$ cat config.mk
export PLATFORM = sky130hd
export DESIGN_NAME = drdb_policy
export DESIGN_NICKNAME = d
export VERILOG_FILES = /design/src/assert_macros.svh /design/src/drdb_pkg.sv /design/src/drdb_policy.sv
export SDC_FILE = /design/constraint.sdc
export NUM_CORES = 1
export LEC_CHECK = 0
export BUFFER_PORTS_ARGS = -buffer_cell sky130_fd_sc_hd__buf_2
export CAP_MARGIN = 0
export CORE_MARGIN = 2
export CORE_UTILIZATION = 40
export DETAILED_ROUTE_END_ITERATION = 10
export PLACE_DENSITY = 0.77
export SETUP_SLACK_MARGIN = 0.4
export SLEW_MARGIN = 20
export SYNTH_ARGS = -nofsm -noshare
export SYNTH_HDL_FRONTEND = slang
export SYNTH_SLANG_ARGS = --single-unit
export TNS_END_PERCENT = 100
$ cat constraint.sdc
create_clock -name vclk -period 7.86
set_input_delay 0.393 -clock vclk [all_inputs]
set_output_delay 0.393 -clock vclk [all_outputs]
set_load 0.02 [all_outputs]
$ cat src/assert_macros.svh
// ----------------------------------------------------------------------------
// assertion macros
// concurrent checks that compile away when SYNTHESIS is defined
// ----------------------------------------------------------------------------
`ifndef ASSERT_MACROS_SVH
`define ASSERT_MACROS_SVH
`ifndef SYNTHESIS
`define ASSERT_PROP(lbl, clk, rstn, prop, msg) \
  lbl: assert property (@(posedge clk) disable iff (!(rstn)) (prop)) else $error(msg);
`define ASSERT_NEVER(lbl, clk, rstn, cond, msg) \
  `ASSERT_PROP(lbl, clk, rstn, !(cond), msg)
`else
`define ASSERT_PROP(lbl, clk, rstn, prop, msg)
`define ASSERT_NEVER(lbl, clk, rstn, cond, msg)
`endif
`endif

$ cat src/drdb_pkg.sv
// ----------------------------------------------------------------------------
// drdb_pkg
// shared constants, types and helpers of the dead-block drrip policy
// ----------------------------------------------------------------------------
`default_nettype none

package drdb_pkg;

  localparam int NUM_SETS      = 2048;
  localparam int NUM_WAYS      = 16;
  localparam int LEADER_SETS   = 64;
  localparam int SELECTOR_BITS = 10;

  localparam int SET_BITS    = $clog2(NUM_SETS);
  localparam int WAY_BITS    = $clog2(NUM_WAYS);
  localparam int ROW_W       = 2 * NUM_WAYS;
  localparam int SET_FIELD_W = 11;
  localparam int WAY_FIELD_W = 4;
  localparam int MASK_W      = 16;
  localparam int MASK_WAYS   = (NUM_WAYS < MASK_W) ? NUM_WAYS : MASK_W;
  localparam int VICTIM_W    = 4;
  localparam int SEL_OUT_W   = 10;

  typedef logic [SET_BITS-1:0]      set_t;
  typedef logic [WAY_BITS-1:0]      way_t;
  typedef logic [ROW_W-1:0]         row_t;
  typedef logic [SELECTOR_BITS-1:0] sel_t;

  localparam logic [1:0] FUNC_VICTIM = 2'd0;
  localparam logic [1:0] FUNC_UPDATE = 2'd1;
  localparam logic [1:0] FUNC_DECAY  = 2'd2;

  localparam logic [1:0] RRPV_DISTANT = 2'd3;
  localparam logic [1:0] RRPV_LONG    = 2'd2;
  localparam logic [1:0] RRPV_NEAR    = 2'd0;
  localparam logic [1:0] DEAD_MAX     = 2'd3;
  localparam logic [1:0] DEAD_NONE    = 2'd0;

  localparam row_t RR_RESET = '1;
  localparam row_t DC_RESET = '0;
  localparam set_t SET_LAST = set_t'(NUM_SETS - 1);

  localparam sel_t SEL_MAX = '1;
  localparam sel_t SEL_MID = sel_t'(1) << (SELECTOR_BITS - 1);
  localparam sel_t SEL_MIN = '0;

  typedef struct packed {
    logic [1:0]             func;
    set_t                   set;
    logic [WAY_FIELD_W-1:0] way;
    logic                   hit;
    logic [MASK_W-1:0]      mask;
  } op_t;

  typedef struct packed {
    logic wr_rr;
    logic wr_dc;
    row_t rr_row;
    row_t dc_row;
    way_t victim;
    sel_t sel;
  } pol_res_t;

  typedef enum logic [2:0] {
    ST_INIT,
    ST_IDLE,
    ST_EXEC,
    ST_DECAY,
    ST_DRAIN,
    ST_DONE
  } state_t;

  function automatic set_t to_set(input logic [SET_FIELD_W-1:0] idx);
    logic [SET_BITS+SET_FIELD_W-1:0] tmp;
    tmp = {{SET_BITS{1'b0}}, idx};
    return tmp[SET_BITS-1:0];
  endfunction

  function automatic row_t decay_row(input row_t row);
    row_t r;
    r = row;
    for (int w = 0; w < NUM_WAYS; w++) begin
      if (row[2*w +: 2] != DEAD_NONE) begin
        r[2*w +: 2] = row[2*w +: 2] - 2'd1;
      end
    end
    return r;
  endfunction

  function automatic logic [SEL_OUT_W-1:0] sel_out(input sel_t sel);
    logic [SELECTOR_BITS+SEL_OUT_W-1:0] tmp;
    tmp = {{SEL_OUT_W{1'b0}}, sel};
    return tmp[SEL_OUT_W-1:0];
  endfunction

  function automatic logic [VICTIM_W-1:0] victim_out(input way_t way);
    logic [WAY_BITS+VICTIM_W-1:0] tmp;
    tmp = {{VICTIM_W{1'b0}}, way};
    return tmp[VICTIM_W-1:0];
  endfunction

endpackage

`default_nettype wire

$ cat src/drdb_policy.sv
// ----------------------------------------------------------------------------
// drdb_policy
// victim choice, set aging and hit or fill update on one read set row
// ----------------------------------------------------------------------------
`default_nettype none

module drdb_policy (
  input  drdb_pkg::op_t      op,
  input  drdb_pkg::row_t     rr_row,
  input  drdb_pkg::row_t     dc_row,
  input  drdb_pkg::sel_t     sel,
  output drdb_pkg::pol_res_t res
);
  import drdb_pkg::*;

  logic [NUM_WAYS-1:0] vmask;
  logic [NUM_WAYS-1:0] free_w;
  logic [NUM_WAYS-1:0] hi_w;
  logic [NUM_WAYS-1:0] lo_w;
  logic [NUM_WAYS-1:0] top3_w;
  logic [1:0]          top;
  logic [1:0]          aging;
  row_t                aged;
  logic                free_any;
  way_t                free_idx;
  way_t                top_idx;
  logic                srrip_lead;
  logic                brrip_lead;
  logic                brrip;
  logic                way_ok;
  logic [1:0]          old_dc;
  logic [1:0]          ins;
  logic [1:0]          new_dc;

  // victim search and aging
  always_comb begin
    vmask = '1;
    for (int w = 0; w < MASK_WAYS; w++) begin
      vmask[w] = op.mask[w];
    end
    for (int w = 0; w < NUM_WAYS; w++) begin
      free_w[w] = !vmask[w] || (dc_row[2*w +: 2] == DEAD_MAX);
      hi_w[w]   = rr_row[2*w+1];
      lo_w[w]   = rr_row[2*w];
    end
    free_any = |free_w;
    top[1]   = |hi_w;
    top[0]   = top[1] ? |(hi_w & lo_w) : |lo_w;
    aging    = RRPV_DISTANT - top;
    for (int w = 0; w < NUM_WAYS; w++) begin
      aged[2*w +: 2] = rr_row[2*w +: 2] + aging;
      top3_w[w]      = (aged[2*w +: 2] == RRPV_DISTANT);
    end
    free_idx = '0;
    top_idx  = '0;
    for (int w = NUM_WAYS - 1; w >= 0; w--) begin
      if (free_w[w]) begin
        free_idx = way_t'(w);
      end
      if (top3_w[w]) begin
        top_idx = way_t'(w);
      end
    end
  end

  // insertion decision
  always_comb begin
    way_ok = 32'(op.way) < NUM_WAYS;
    old_dc = DEAD_NONE;
    for (int w = 0; w < NUM_WAYS; w++) begin
      if (32'(op.way) == w) begin
        old_dc = dc_row[2*w +: 2];
      end
    end
    srrip_lead = 32'(op.set) < (LEADER_SETS / 2);
    brrip_lead = !srrip_lead && (32'(op.set) < LEADER_SETS);
    if (srrip_lead) begin
      brrip = 1'b0;
    end else if (brrip_lead) begin
      brrip = 1'b1;
    end else begin
      brrip = sel < SEL_MID;
    end
    ins = (brrip || old_dc == DEAD_MAX) ? RRPV_DISTANT : RRPV_LONG;
    if (ins != RRPV_DISTANT) begin
      new_dc = DEAD_NONE;
    end else if (old_dc == DEAD_MAX) begin
      new_dc = old_dc;
    end else begin
      new_dc = old_dc + 2'd1;
    end
  end

  always_comb begin
    res.wr_rr  = 1'b0;
    res.wr_dc  = 1'b0;
    res.rr_row = rr_row;
    res.dc_row = dc_row;
    res.victim = '0;
    res.sel    = sel;
    case (op.func)
      FUNC_VICTIM: begin
        if (free_any) begin
          res.victim = free_idx;
        end else begin
          res.victim = top_idx;
          res.rr_row = aged;
          res.wr_rr  = 1'b1;
        end
      end
      FUNC_UPDATE: begin
        if (way_ok) begin
          res.wr_rr = 1'b1;
          res.wr_dc = 1'b1;
          for (int w = 0; w < NUM_WAYS; w++) begin
            if (32'(op.way) == w) begin
              res.rr_row[2*w +: 2] = op.hit ? RRPV_NEAR : ins;
              res.dc_row[2*w +: 2] = op.hit ? DEAD_NONE : new_dc;
            end
          end
          if (op.hit) begin
            if (srrip_lead && sel != SEL_MAX) begin
              res.sel = sel + sel_t'(1);
            end
            if (brrip_lead && sel != SEL_MIN) begin
              res.sel = sel - sel_t'(1);
            end
          end
        end
      end
      default: begin
      end
    endcase
  end

endmodule

`default_nettype wire

-- Yosys cells after proc, flatten, opt, wreduce, memory -nomap -nowiden
Cells that the tools add are included.
- add/subtract/negate cells: 20
- multiply operators: 0
- div/mod/pow operators: 0
- $lt $le $gt $ge: 3
- eq/ne operators: 51
- shifts and indexed selects: 0
- multiplexer cells: 100
- bitwise operators: 1
- reductions and logical operators: 44
- operators with widths (cell ; count):
    two-way mux 4 bit ; 34
    two-way mux 2 bit ; 52
    == test 2 bit (second input constant) ; 33
    two-way mux 32 bit ; 2
    case mux 32 bit (2 select lines) ; 1
    OR reduction 16 bit ; 4
    two-way mux 10 bit ; 4
    adder 2 bit ; 16
    == test 4 bit (second input constant) ; 8
    zero test 1 bit ; 17
    logical OR 1 bit ; 17
    bitwise AND 16 bit ; 1
    == test 4 x 3 -> 1 bit (second input constant) ; 4
    < comparator 11 x 6 -> 1 bit (second input constant) ; 1
    < comparator 11 x 7 -> 1 bit (second input constant) ; 1
    adder 10 x 1 -> 10 bit (second input constant) ; 1
    < comparator 10 bit (second input constant) ; 1
    != test 10 bit (second input constant) ; 1
    nonzero test 10 bit ; 1
    subtractor 10 x 1 -> 10 bit (second input constant) ; 1
    == test 4 x 2 -> 1 bit (second input constant) ; 2
    two-way mux 1 bit ; 6
    == test 4 x 1 -> 1 bit (second input constant) ; 1
    zero test 4 bit ; 1
    other kinds (7) ; 9
- register bits after elaboration: 0
- latch bits: 0
- memory bits (writable): 0
- bits in read-only memories: 0
- input port bits: 108
- output and inout port bits: 80
- word-level logic and storage cells: 219
- memories kept: 0

-- Logic depth before layout (Yosys ltp)
- word-level depth: 25
- depth in mapped cells: 15
- gate-level depth less buffers: 13

-- Least setup slack after synthesis
OpenSTA, ideal clock, no wires.
- path type: input -> output
- start point: input port rr_row[7]
- end point: output port res[13] (netlist bit)
- arrival: 4.303 ns
- required time: 7.467 ns
- slack: 3.164 ns
- cell stages on the path: 13
- buffers on the path: 2
- cells stage by stage: nor4_4 -> nand4_2 -> buf_6 -> buf_1 -> o21ai_0 -> ha_1 -> xor2_1 -> or2_2 -> mux2i_1 -> o21ba_1 -> and4_1 -> or4_1 -> a21boi_1
- RTL lines (item ; line ; RTL):
    start: declaration ; drdb_policy.sv:9 ; input drdb_pkg::row_t rr_row,
    end: declaration ; drdb_policy.sv:12 ; output drdb_pkg::pol_res_t res

==> results.txt <==
----------------------------------------------------
[Critical path]
  Cell breakdown of the critical path ... buf_2 > nor4_4 > nand4_2 > o21ai_0 > buf_4 > ha_1 > xor2_1 > or2_2 > mux2i_1 > o21ba_1 > and4_1 > or4_1 > a21boi_1 > buf_2
  Maximum net fanout on the critical path ... 22
  Source of the critical timing path ... rr_row[25]
  Cell repeated most along the worst path ... sky130_fd_sc_hd__buf_2
  CP arrival ... between 5000 and 6000 ps
  Max stage delay cell, worst path ... sky130_fd_sc_hd__o21ai_0
  Kind of end point of the critical path ... primary output
  Setup Crit Path Kind ... primary input to primary output
  Startpoint class of the critical path ... primary input
  Required time reported for the critical path endpoint ... between 7000 and 8000 ps
  CP peak stage delay ... 1180 ps

[Place]
  Weighted congestion reported at the end of routability-driven placement ... ~0.96
  Post-detail-place hpwl ... approximately 13 mm
  Port buffer count ... 183
  Total instance count after detailed placement ... between 900 and 1k
  Pre-CTS setup slack ... around 2400 ps
  Area post-placement ... about 4900 um2

[Global routing]
  Combined global-route utilization of all metal layers ... 0.289
  Met1 Track Usage GR ... 0.415
  Number of antenna violations at the first check in global routing ... 0
  Vias in the first global route ... between 4k and 5k
  GRT overflow ... 0
  GR met2 Demand/Resource ... 0.458
  First-pass GRT wire length ... 24.6 mm
  GR Util met3 ... 0.0356
  Largest net degree at the start of global routing ... 32
  Global-route layer with the greatest usage ... met2

[Logic synthesis]
  Mapped cell area ... just under 4000 um2
  Average cell area after synthesis ... 6.21 um2
  Synthesized netlist cell count ... 636
  Sequential share of the synthesized area ... 0
  Yosys Warn Count ... 0
  Distinct cells, synth ... between 60 and 70
  Post-Synthesis Net Count ... between 700 and 800

[STA]
  Number of max-slew violations in the final report ... 0
  Max-slew headroom ... 0.247
  Unrepaired setup endpoints after global routing ... false
  Maximum frequency from static timing analysis ... 179 MHz
  Slew at the pin closest to its max-slew limit ... between 1000 and 1500 ps
  Accumulated negative setup slack ... 0 ps
  Number of setup violations in the final report ... 0
  Final Hold Slack ... 1110 ps
  Final-report hold violation count ... 0
  Min setup slack post-route ... around 2300 ps
  Final Cycle Share ... 0.709
  Post-layout minimum cycle time ... 5580 ps

[Worst hold path]
  Startpoint of the worst hold path ... sel[4]
  Tightest Hold Check Type ... primary input to primary output

[Layout]
  Final standard cell count with taps included and fillers excluded ... 920
  Number of flip-flops and latches ... 0
  Growth of design area from synthesis to finish ... 23.7%
  Fillers ... slightly above 1k
  Post-route core utilization ... 0.504
  Number of antenna repair diodes ... 0
  Summed area of non-filler cells in the final layout ... between 4000 and 5000 um2
  Total area of multi-input combinational cells ... 3660 um2
  Share of layout cells above drive strength 1 ... 0.277
  Clkbuf count ... 0
  Seq. cell area ... 0 um2
  Number of nets in the layout ... 915

[Floorplanning]
  Rows ... 36
  Placeable core region ... approximately 9700 um2
  Area of the die ... around 11,000 um2
  Floorplan die height ... between 100 and 150 um
  Die X ... between 100 and 150 um
  Effective utilization at floorplan ... 0.408
  Top Ports ... 188

[Run status]
  Outcome ... finished, final reports clean

[Clock network]
  Number of hold buffers added after cts ... 0
  Buffers inserted during post-CTS setup optimization ... 0
  Number of resized instances in the post-cts repair step ... 0

[Routing]
  Number of routed nets with antenna violations ... 0
  Number of detailed-routing iterations run before antenna repair ... 7
  Overall routed net length ... around 16 mm
  Routed via count ... about 5.6k
  Detail-routed net length per standard cell ... approximately 18 um
  Number of remaining DRC errors ... 0
  Via count normalized by instance count ... slightly above 6
  Iteration-0 DRC count of the detailed router ... 527

[Power]
  Switching share of power ... 0.645
  Internal power consumption ... between 90 and 100 uW
  Net load switching power ... between 150 and 200 uW
  Leakage power total ... about 2.2 nW
  PnR Total Power ... about 270 uW
  Clock share of power ... 0
  Fraction of power consumed by combinational cells ... 1.000
  Sequential group share of total power ... 0
  Power density of the placed cells ... ~55 nW/um2
  Worst VDD drop ... 0.0283 mV

[Run]
  Total of max-cap violations ... 0

----------------------------------------------------
[power groups by stage]
stage / logic, mW / clock network [mW] / registers, mW
6_report: 0.268 / 0 / 0
5_1_grt: 0.290 / 0 / 0
3_3_place_gp: 0.261 / 0 / 0
4_1_cts: 0.264 / 0 / 0
2_1_floorplan: 0.161 / 0 / 0
3_5_place_dp: 0.263 / 0 / 0
[routing by layer]
metal	vias up	share of wire
met5	-	0
met4	0	0.030
met3	48	0.11
met2	356	0.44
met1	2505	0.43
li1	2701	-
[synth_stat cells, types with 4 or more instances]
cell	number	area share
sky130_fd_sc_hd__o21ai_1	25	0.032
sky130_fd_sc_hd__buf_1	5	0.0048
sky130_fd_sc_hd__nand4_1	9	0.014
sky130_fd_sc_hd__inv_1	32	0.030
sky130_fd_sc_hd__mux2_2	9	0.026
sky130_fd_sc_hd__a31oi_1	10	0.016
sky130_fd_sc_hd__a211oi_1	4	0.0076
sky130_fd_sc_hd__a21bo_2	4	0.010
sky130_fd_sc_hd__a222oi_1	6	0.015
sky130_fd_sc_hd__nor2b_1	10	0.016
sky130_fd_sc_hd__mux2i_1	13	0.033
sky130_fd_sc_hd__nand2_1	98	0.093
sky130_fd_sc_hd__o22ai_1	6	0.0095
sky130_fd_sc_hd__xnor2_1	14	0.031
sky130_fd_sc_hd__nor4_4	4	0.022
sky130_fd_sc_hd__nand3_1	17	0.022
sky130_fd_sc_hd__o21ai_0	36	0.046
sky130_fd_sc_hd__a21oi_1	49	0.062
sky130_fd_sc_hd__ha_1	18	0.057
sky130_fd_sc_hd__buf_2	11	0.014
sky130_fd_sc_hd__nor2_1	60	0.057
sky130_fd_sc_hd__a21boi_0	17	0.032
sky130_fd_sc_hd__or3_1	10	0.016
sky130_fd_sc_hd__clkbuf_1	16	0.015
sky130_fd_sc_hd__a221oi_1	10	0.022
sky130_fd_sc_hd__nor4_1	5	0.0079
sky130_fd_sc_hd__o31ai_1	9	0.017
sky130_fd_sc_hd__nand2b_1	8	0.013
sky130_fd_sc_hd__nand3b_1	5	0.0095
sky130_fd_sc_hd__o221ai_1	4	0.0089
sky130_fd_sc_hd__a22oi_1	20	0.038
sky130_fd_sc_hd__xor2_1	10	0.022
sky130_fd_sc_hd__o211ai_1	8	0.015
sky130_fd_sc_hd__nor3_1	15	0.019
[final cells by class]
cell class                 instances  share of cell area
multi-input combinational        568               0.748
timing repair buffer             186               0.192
tap                              133              0.0341
inverter                          33              0.0254
[cell families after synthesis]
group	share of synthesized area
simple gates	0.335
compound gates	0.399
buf+inv	0.0748
xor+xnor	0.0646
mux	0.0700
fa+ha+maj	0.0570
[path summary, 6_finish.rpt]
| check | end | slack, ps | cells past startpoint |
|---|---|---|---|
| max | res[13] | 2280 | 14 |
| min | res[4] | 1110 | 3 |
[critical path: cells and delay by family]
family / cells / cell delay, ps
adder cells (fa/ha/maj): 1 / 220
buffers and inverters: 3 / 690
AND/OR/NAND/NOR: 5 / 1920
AO/OA/AOI/OAI: 3 / 1610
XOR/XNOR: 1 / 90
multiplexers: 1 / 250
[layout by cell type, fill, tap and decap left out, drive strengths merged, types with 13 or more instances in the layout]
cell type	synthesis	final
o21ai	63	63
a21boi	20	20
nand2	98	98
a21oi	49	49
mux2i	13	13
a31oi	13	13
nand3	17	17
a22oi	20	20
xnor2	14	14
ha	18	18
inv	32	32
buf	19	186
nor3	15	15
nor2	60	60
Note: power is estimated with default switching activity, not from simulation.
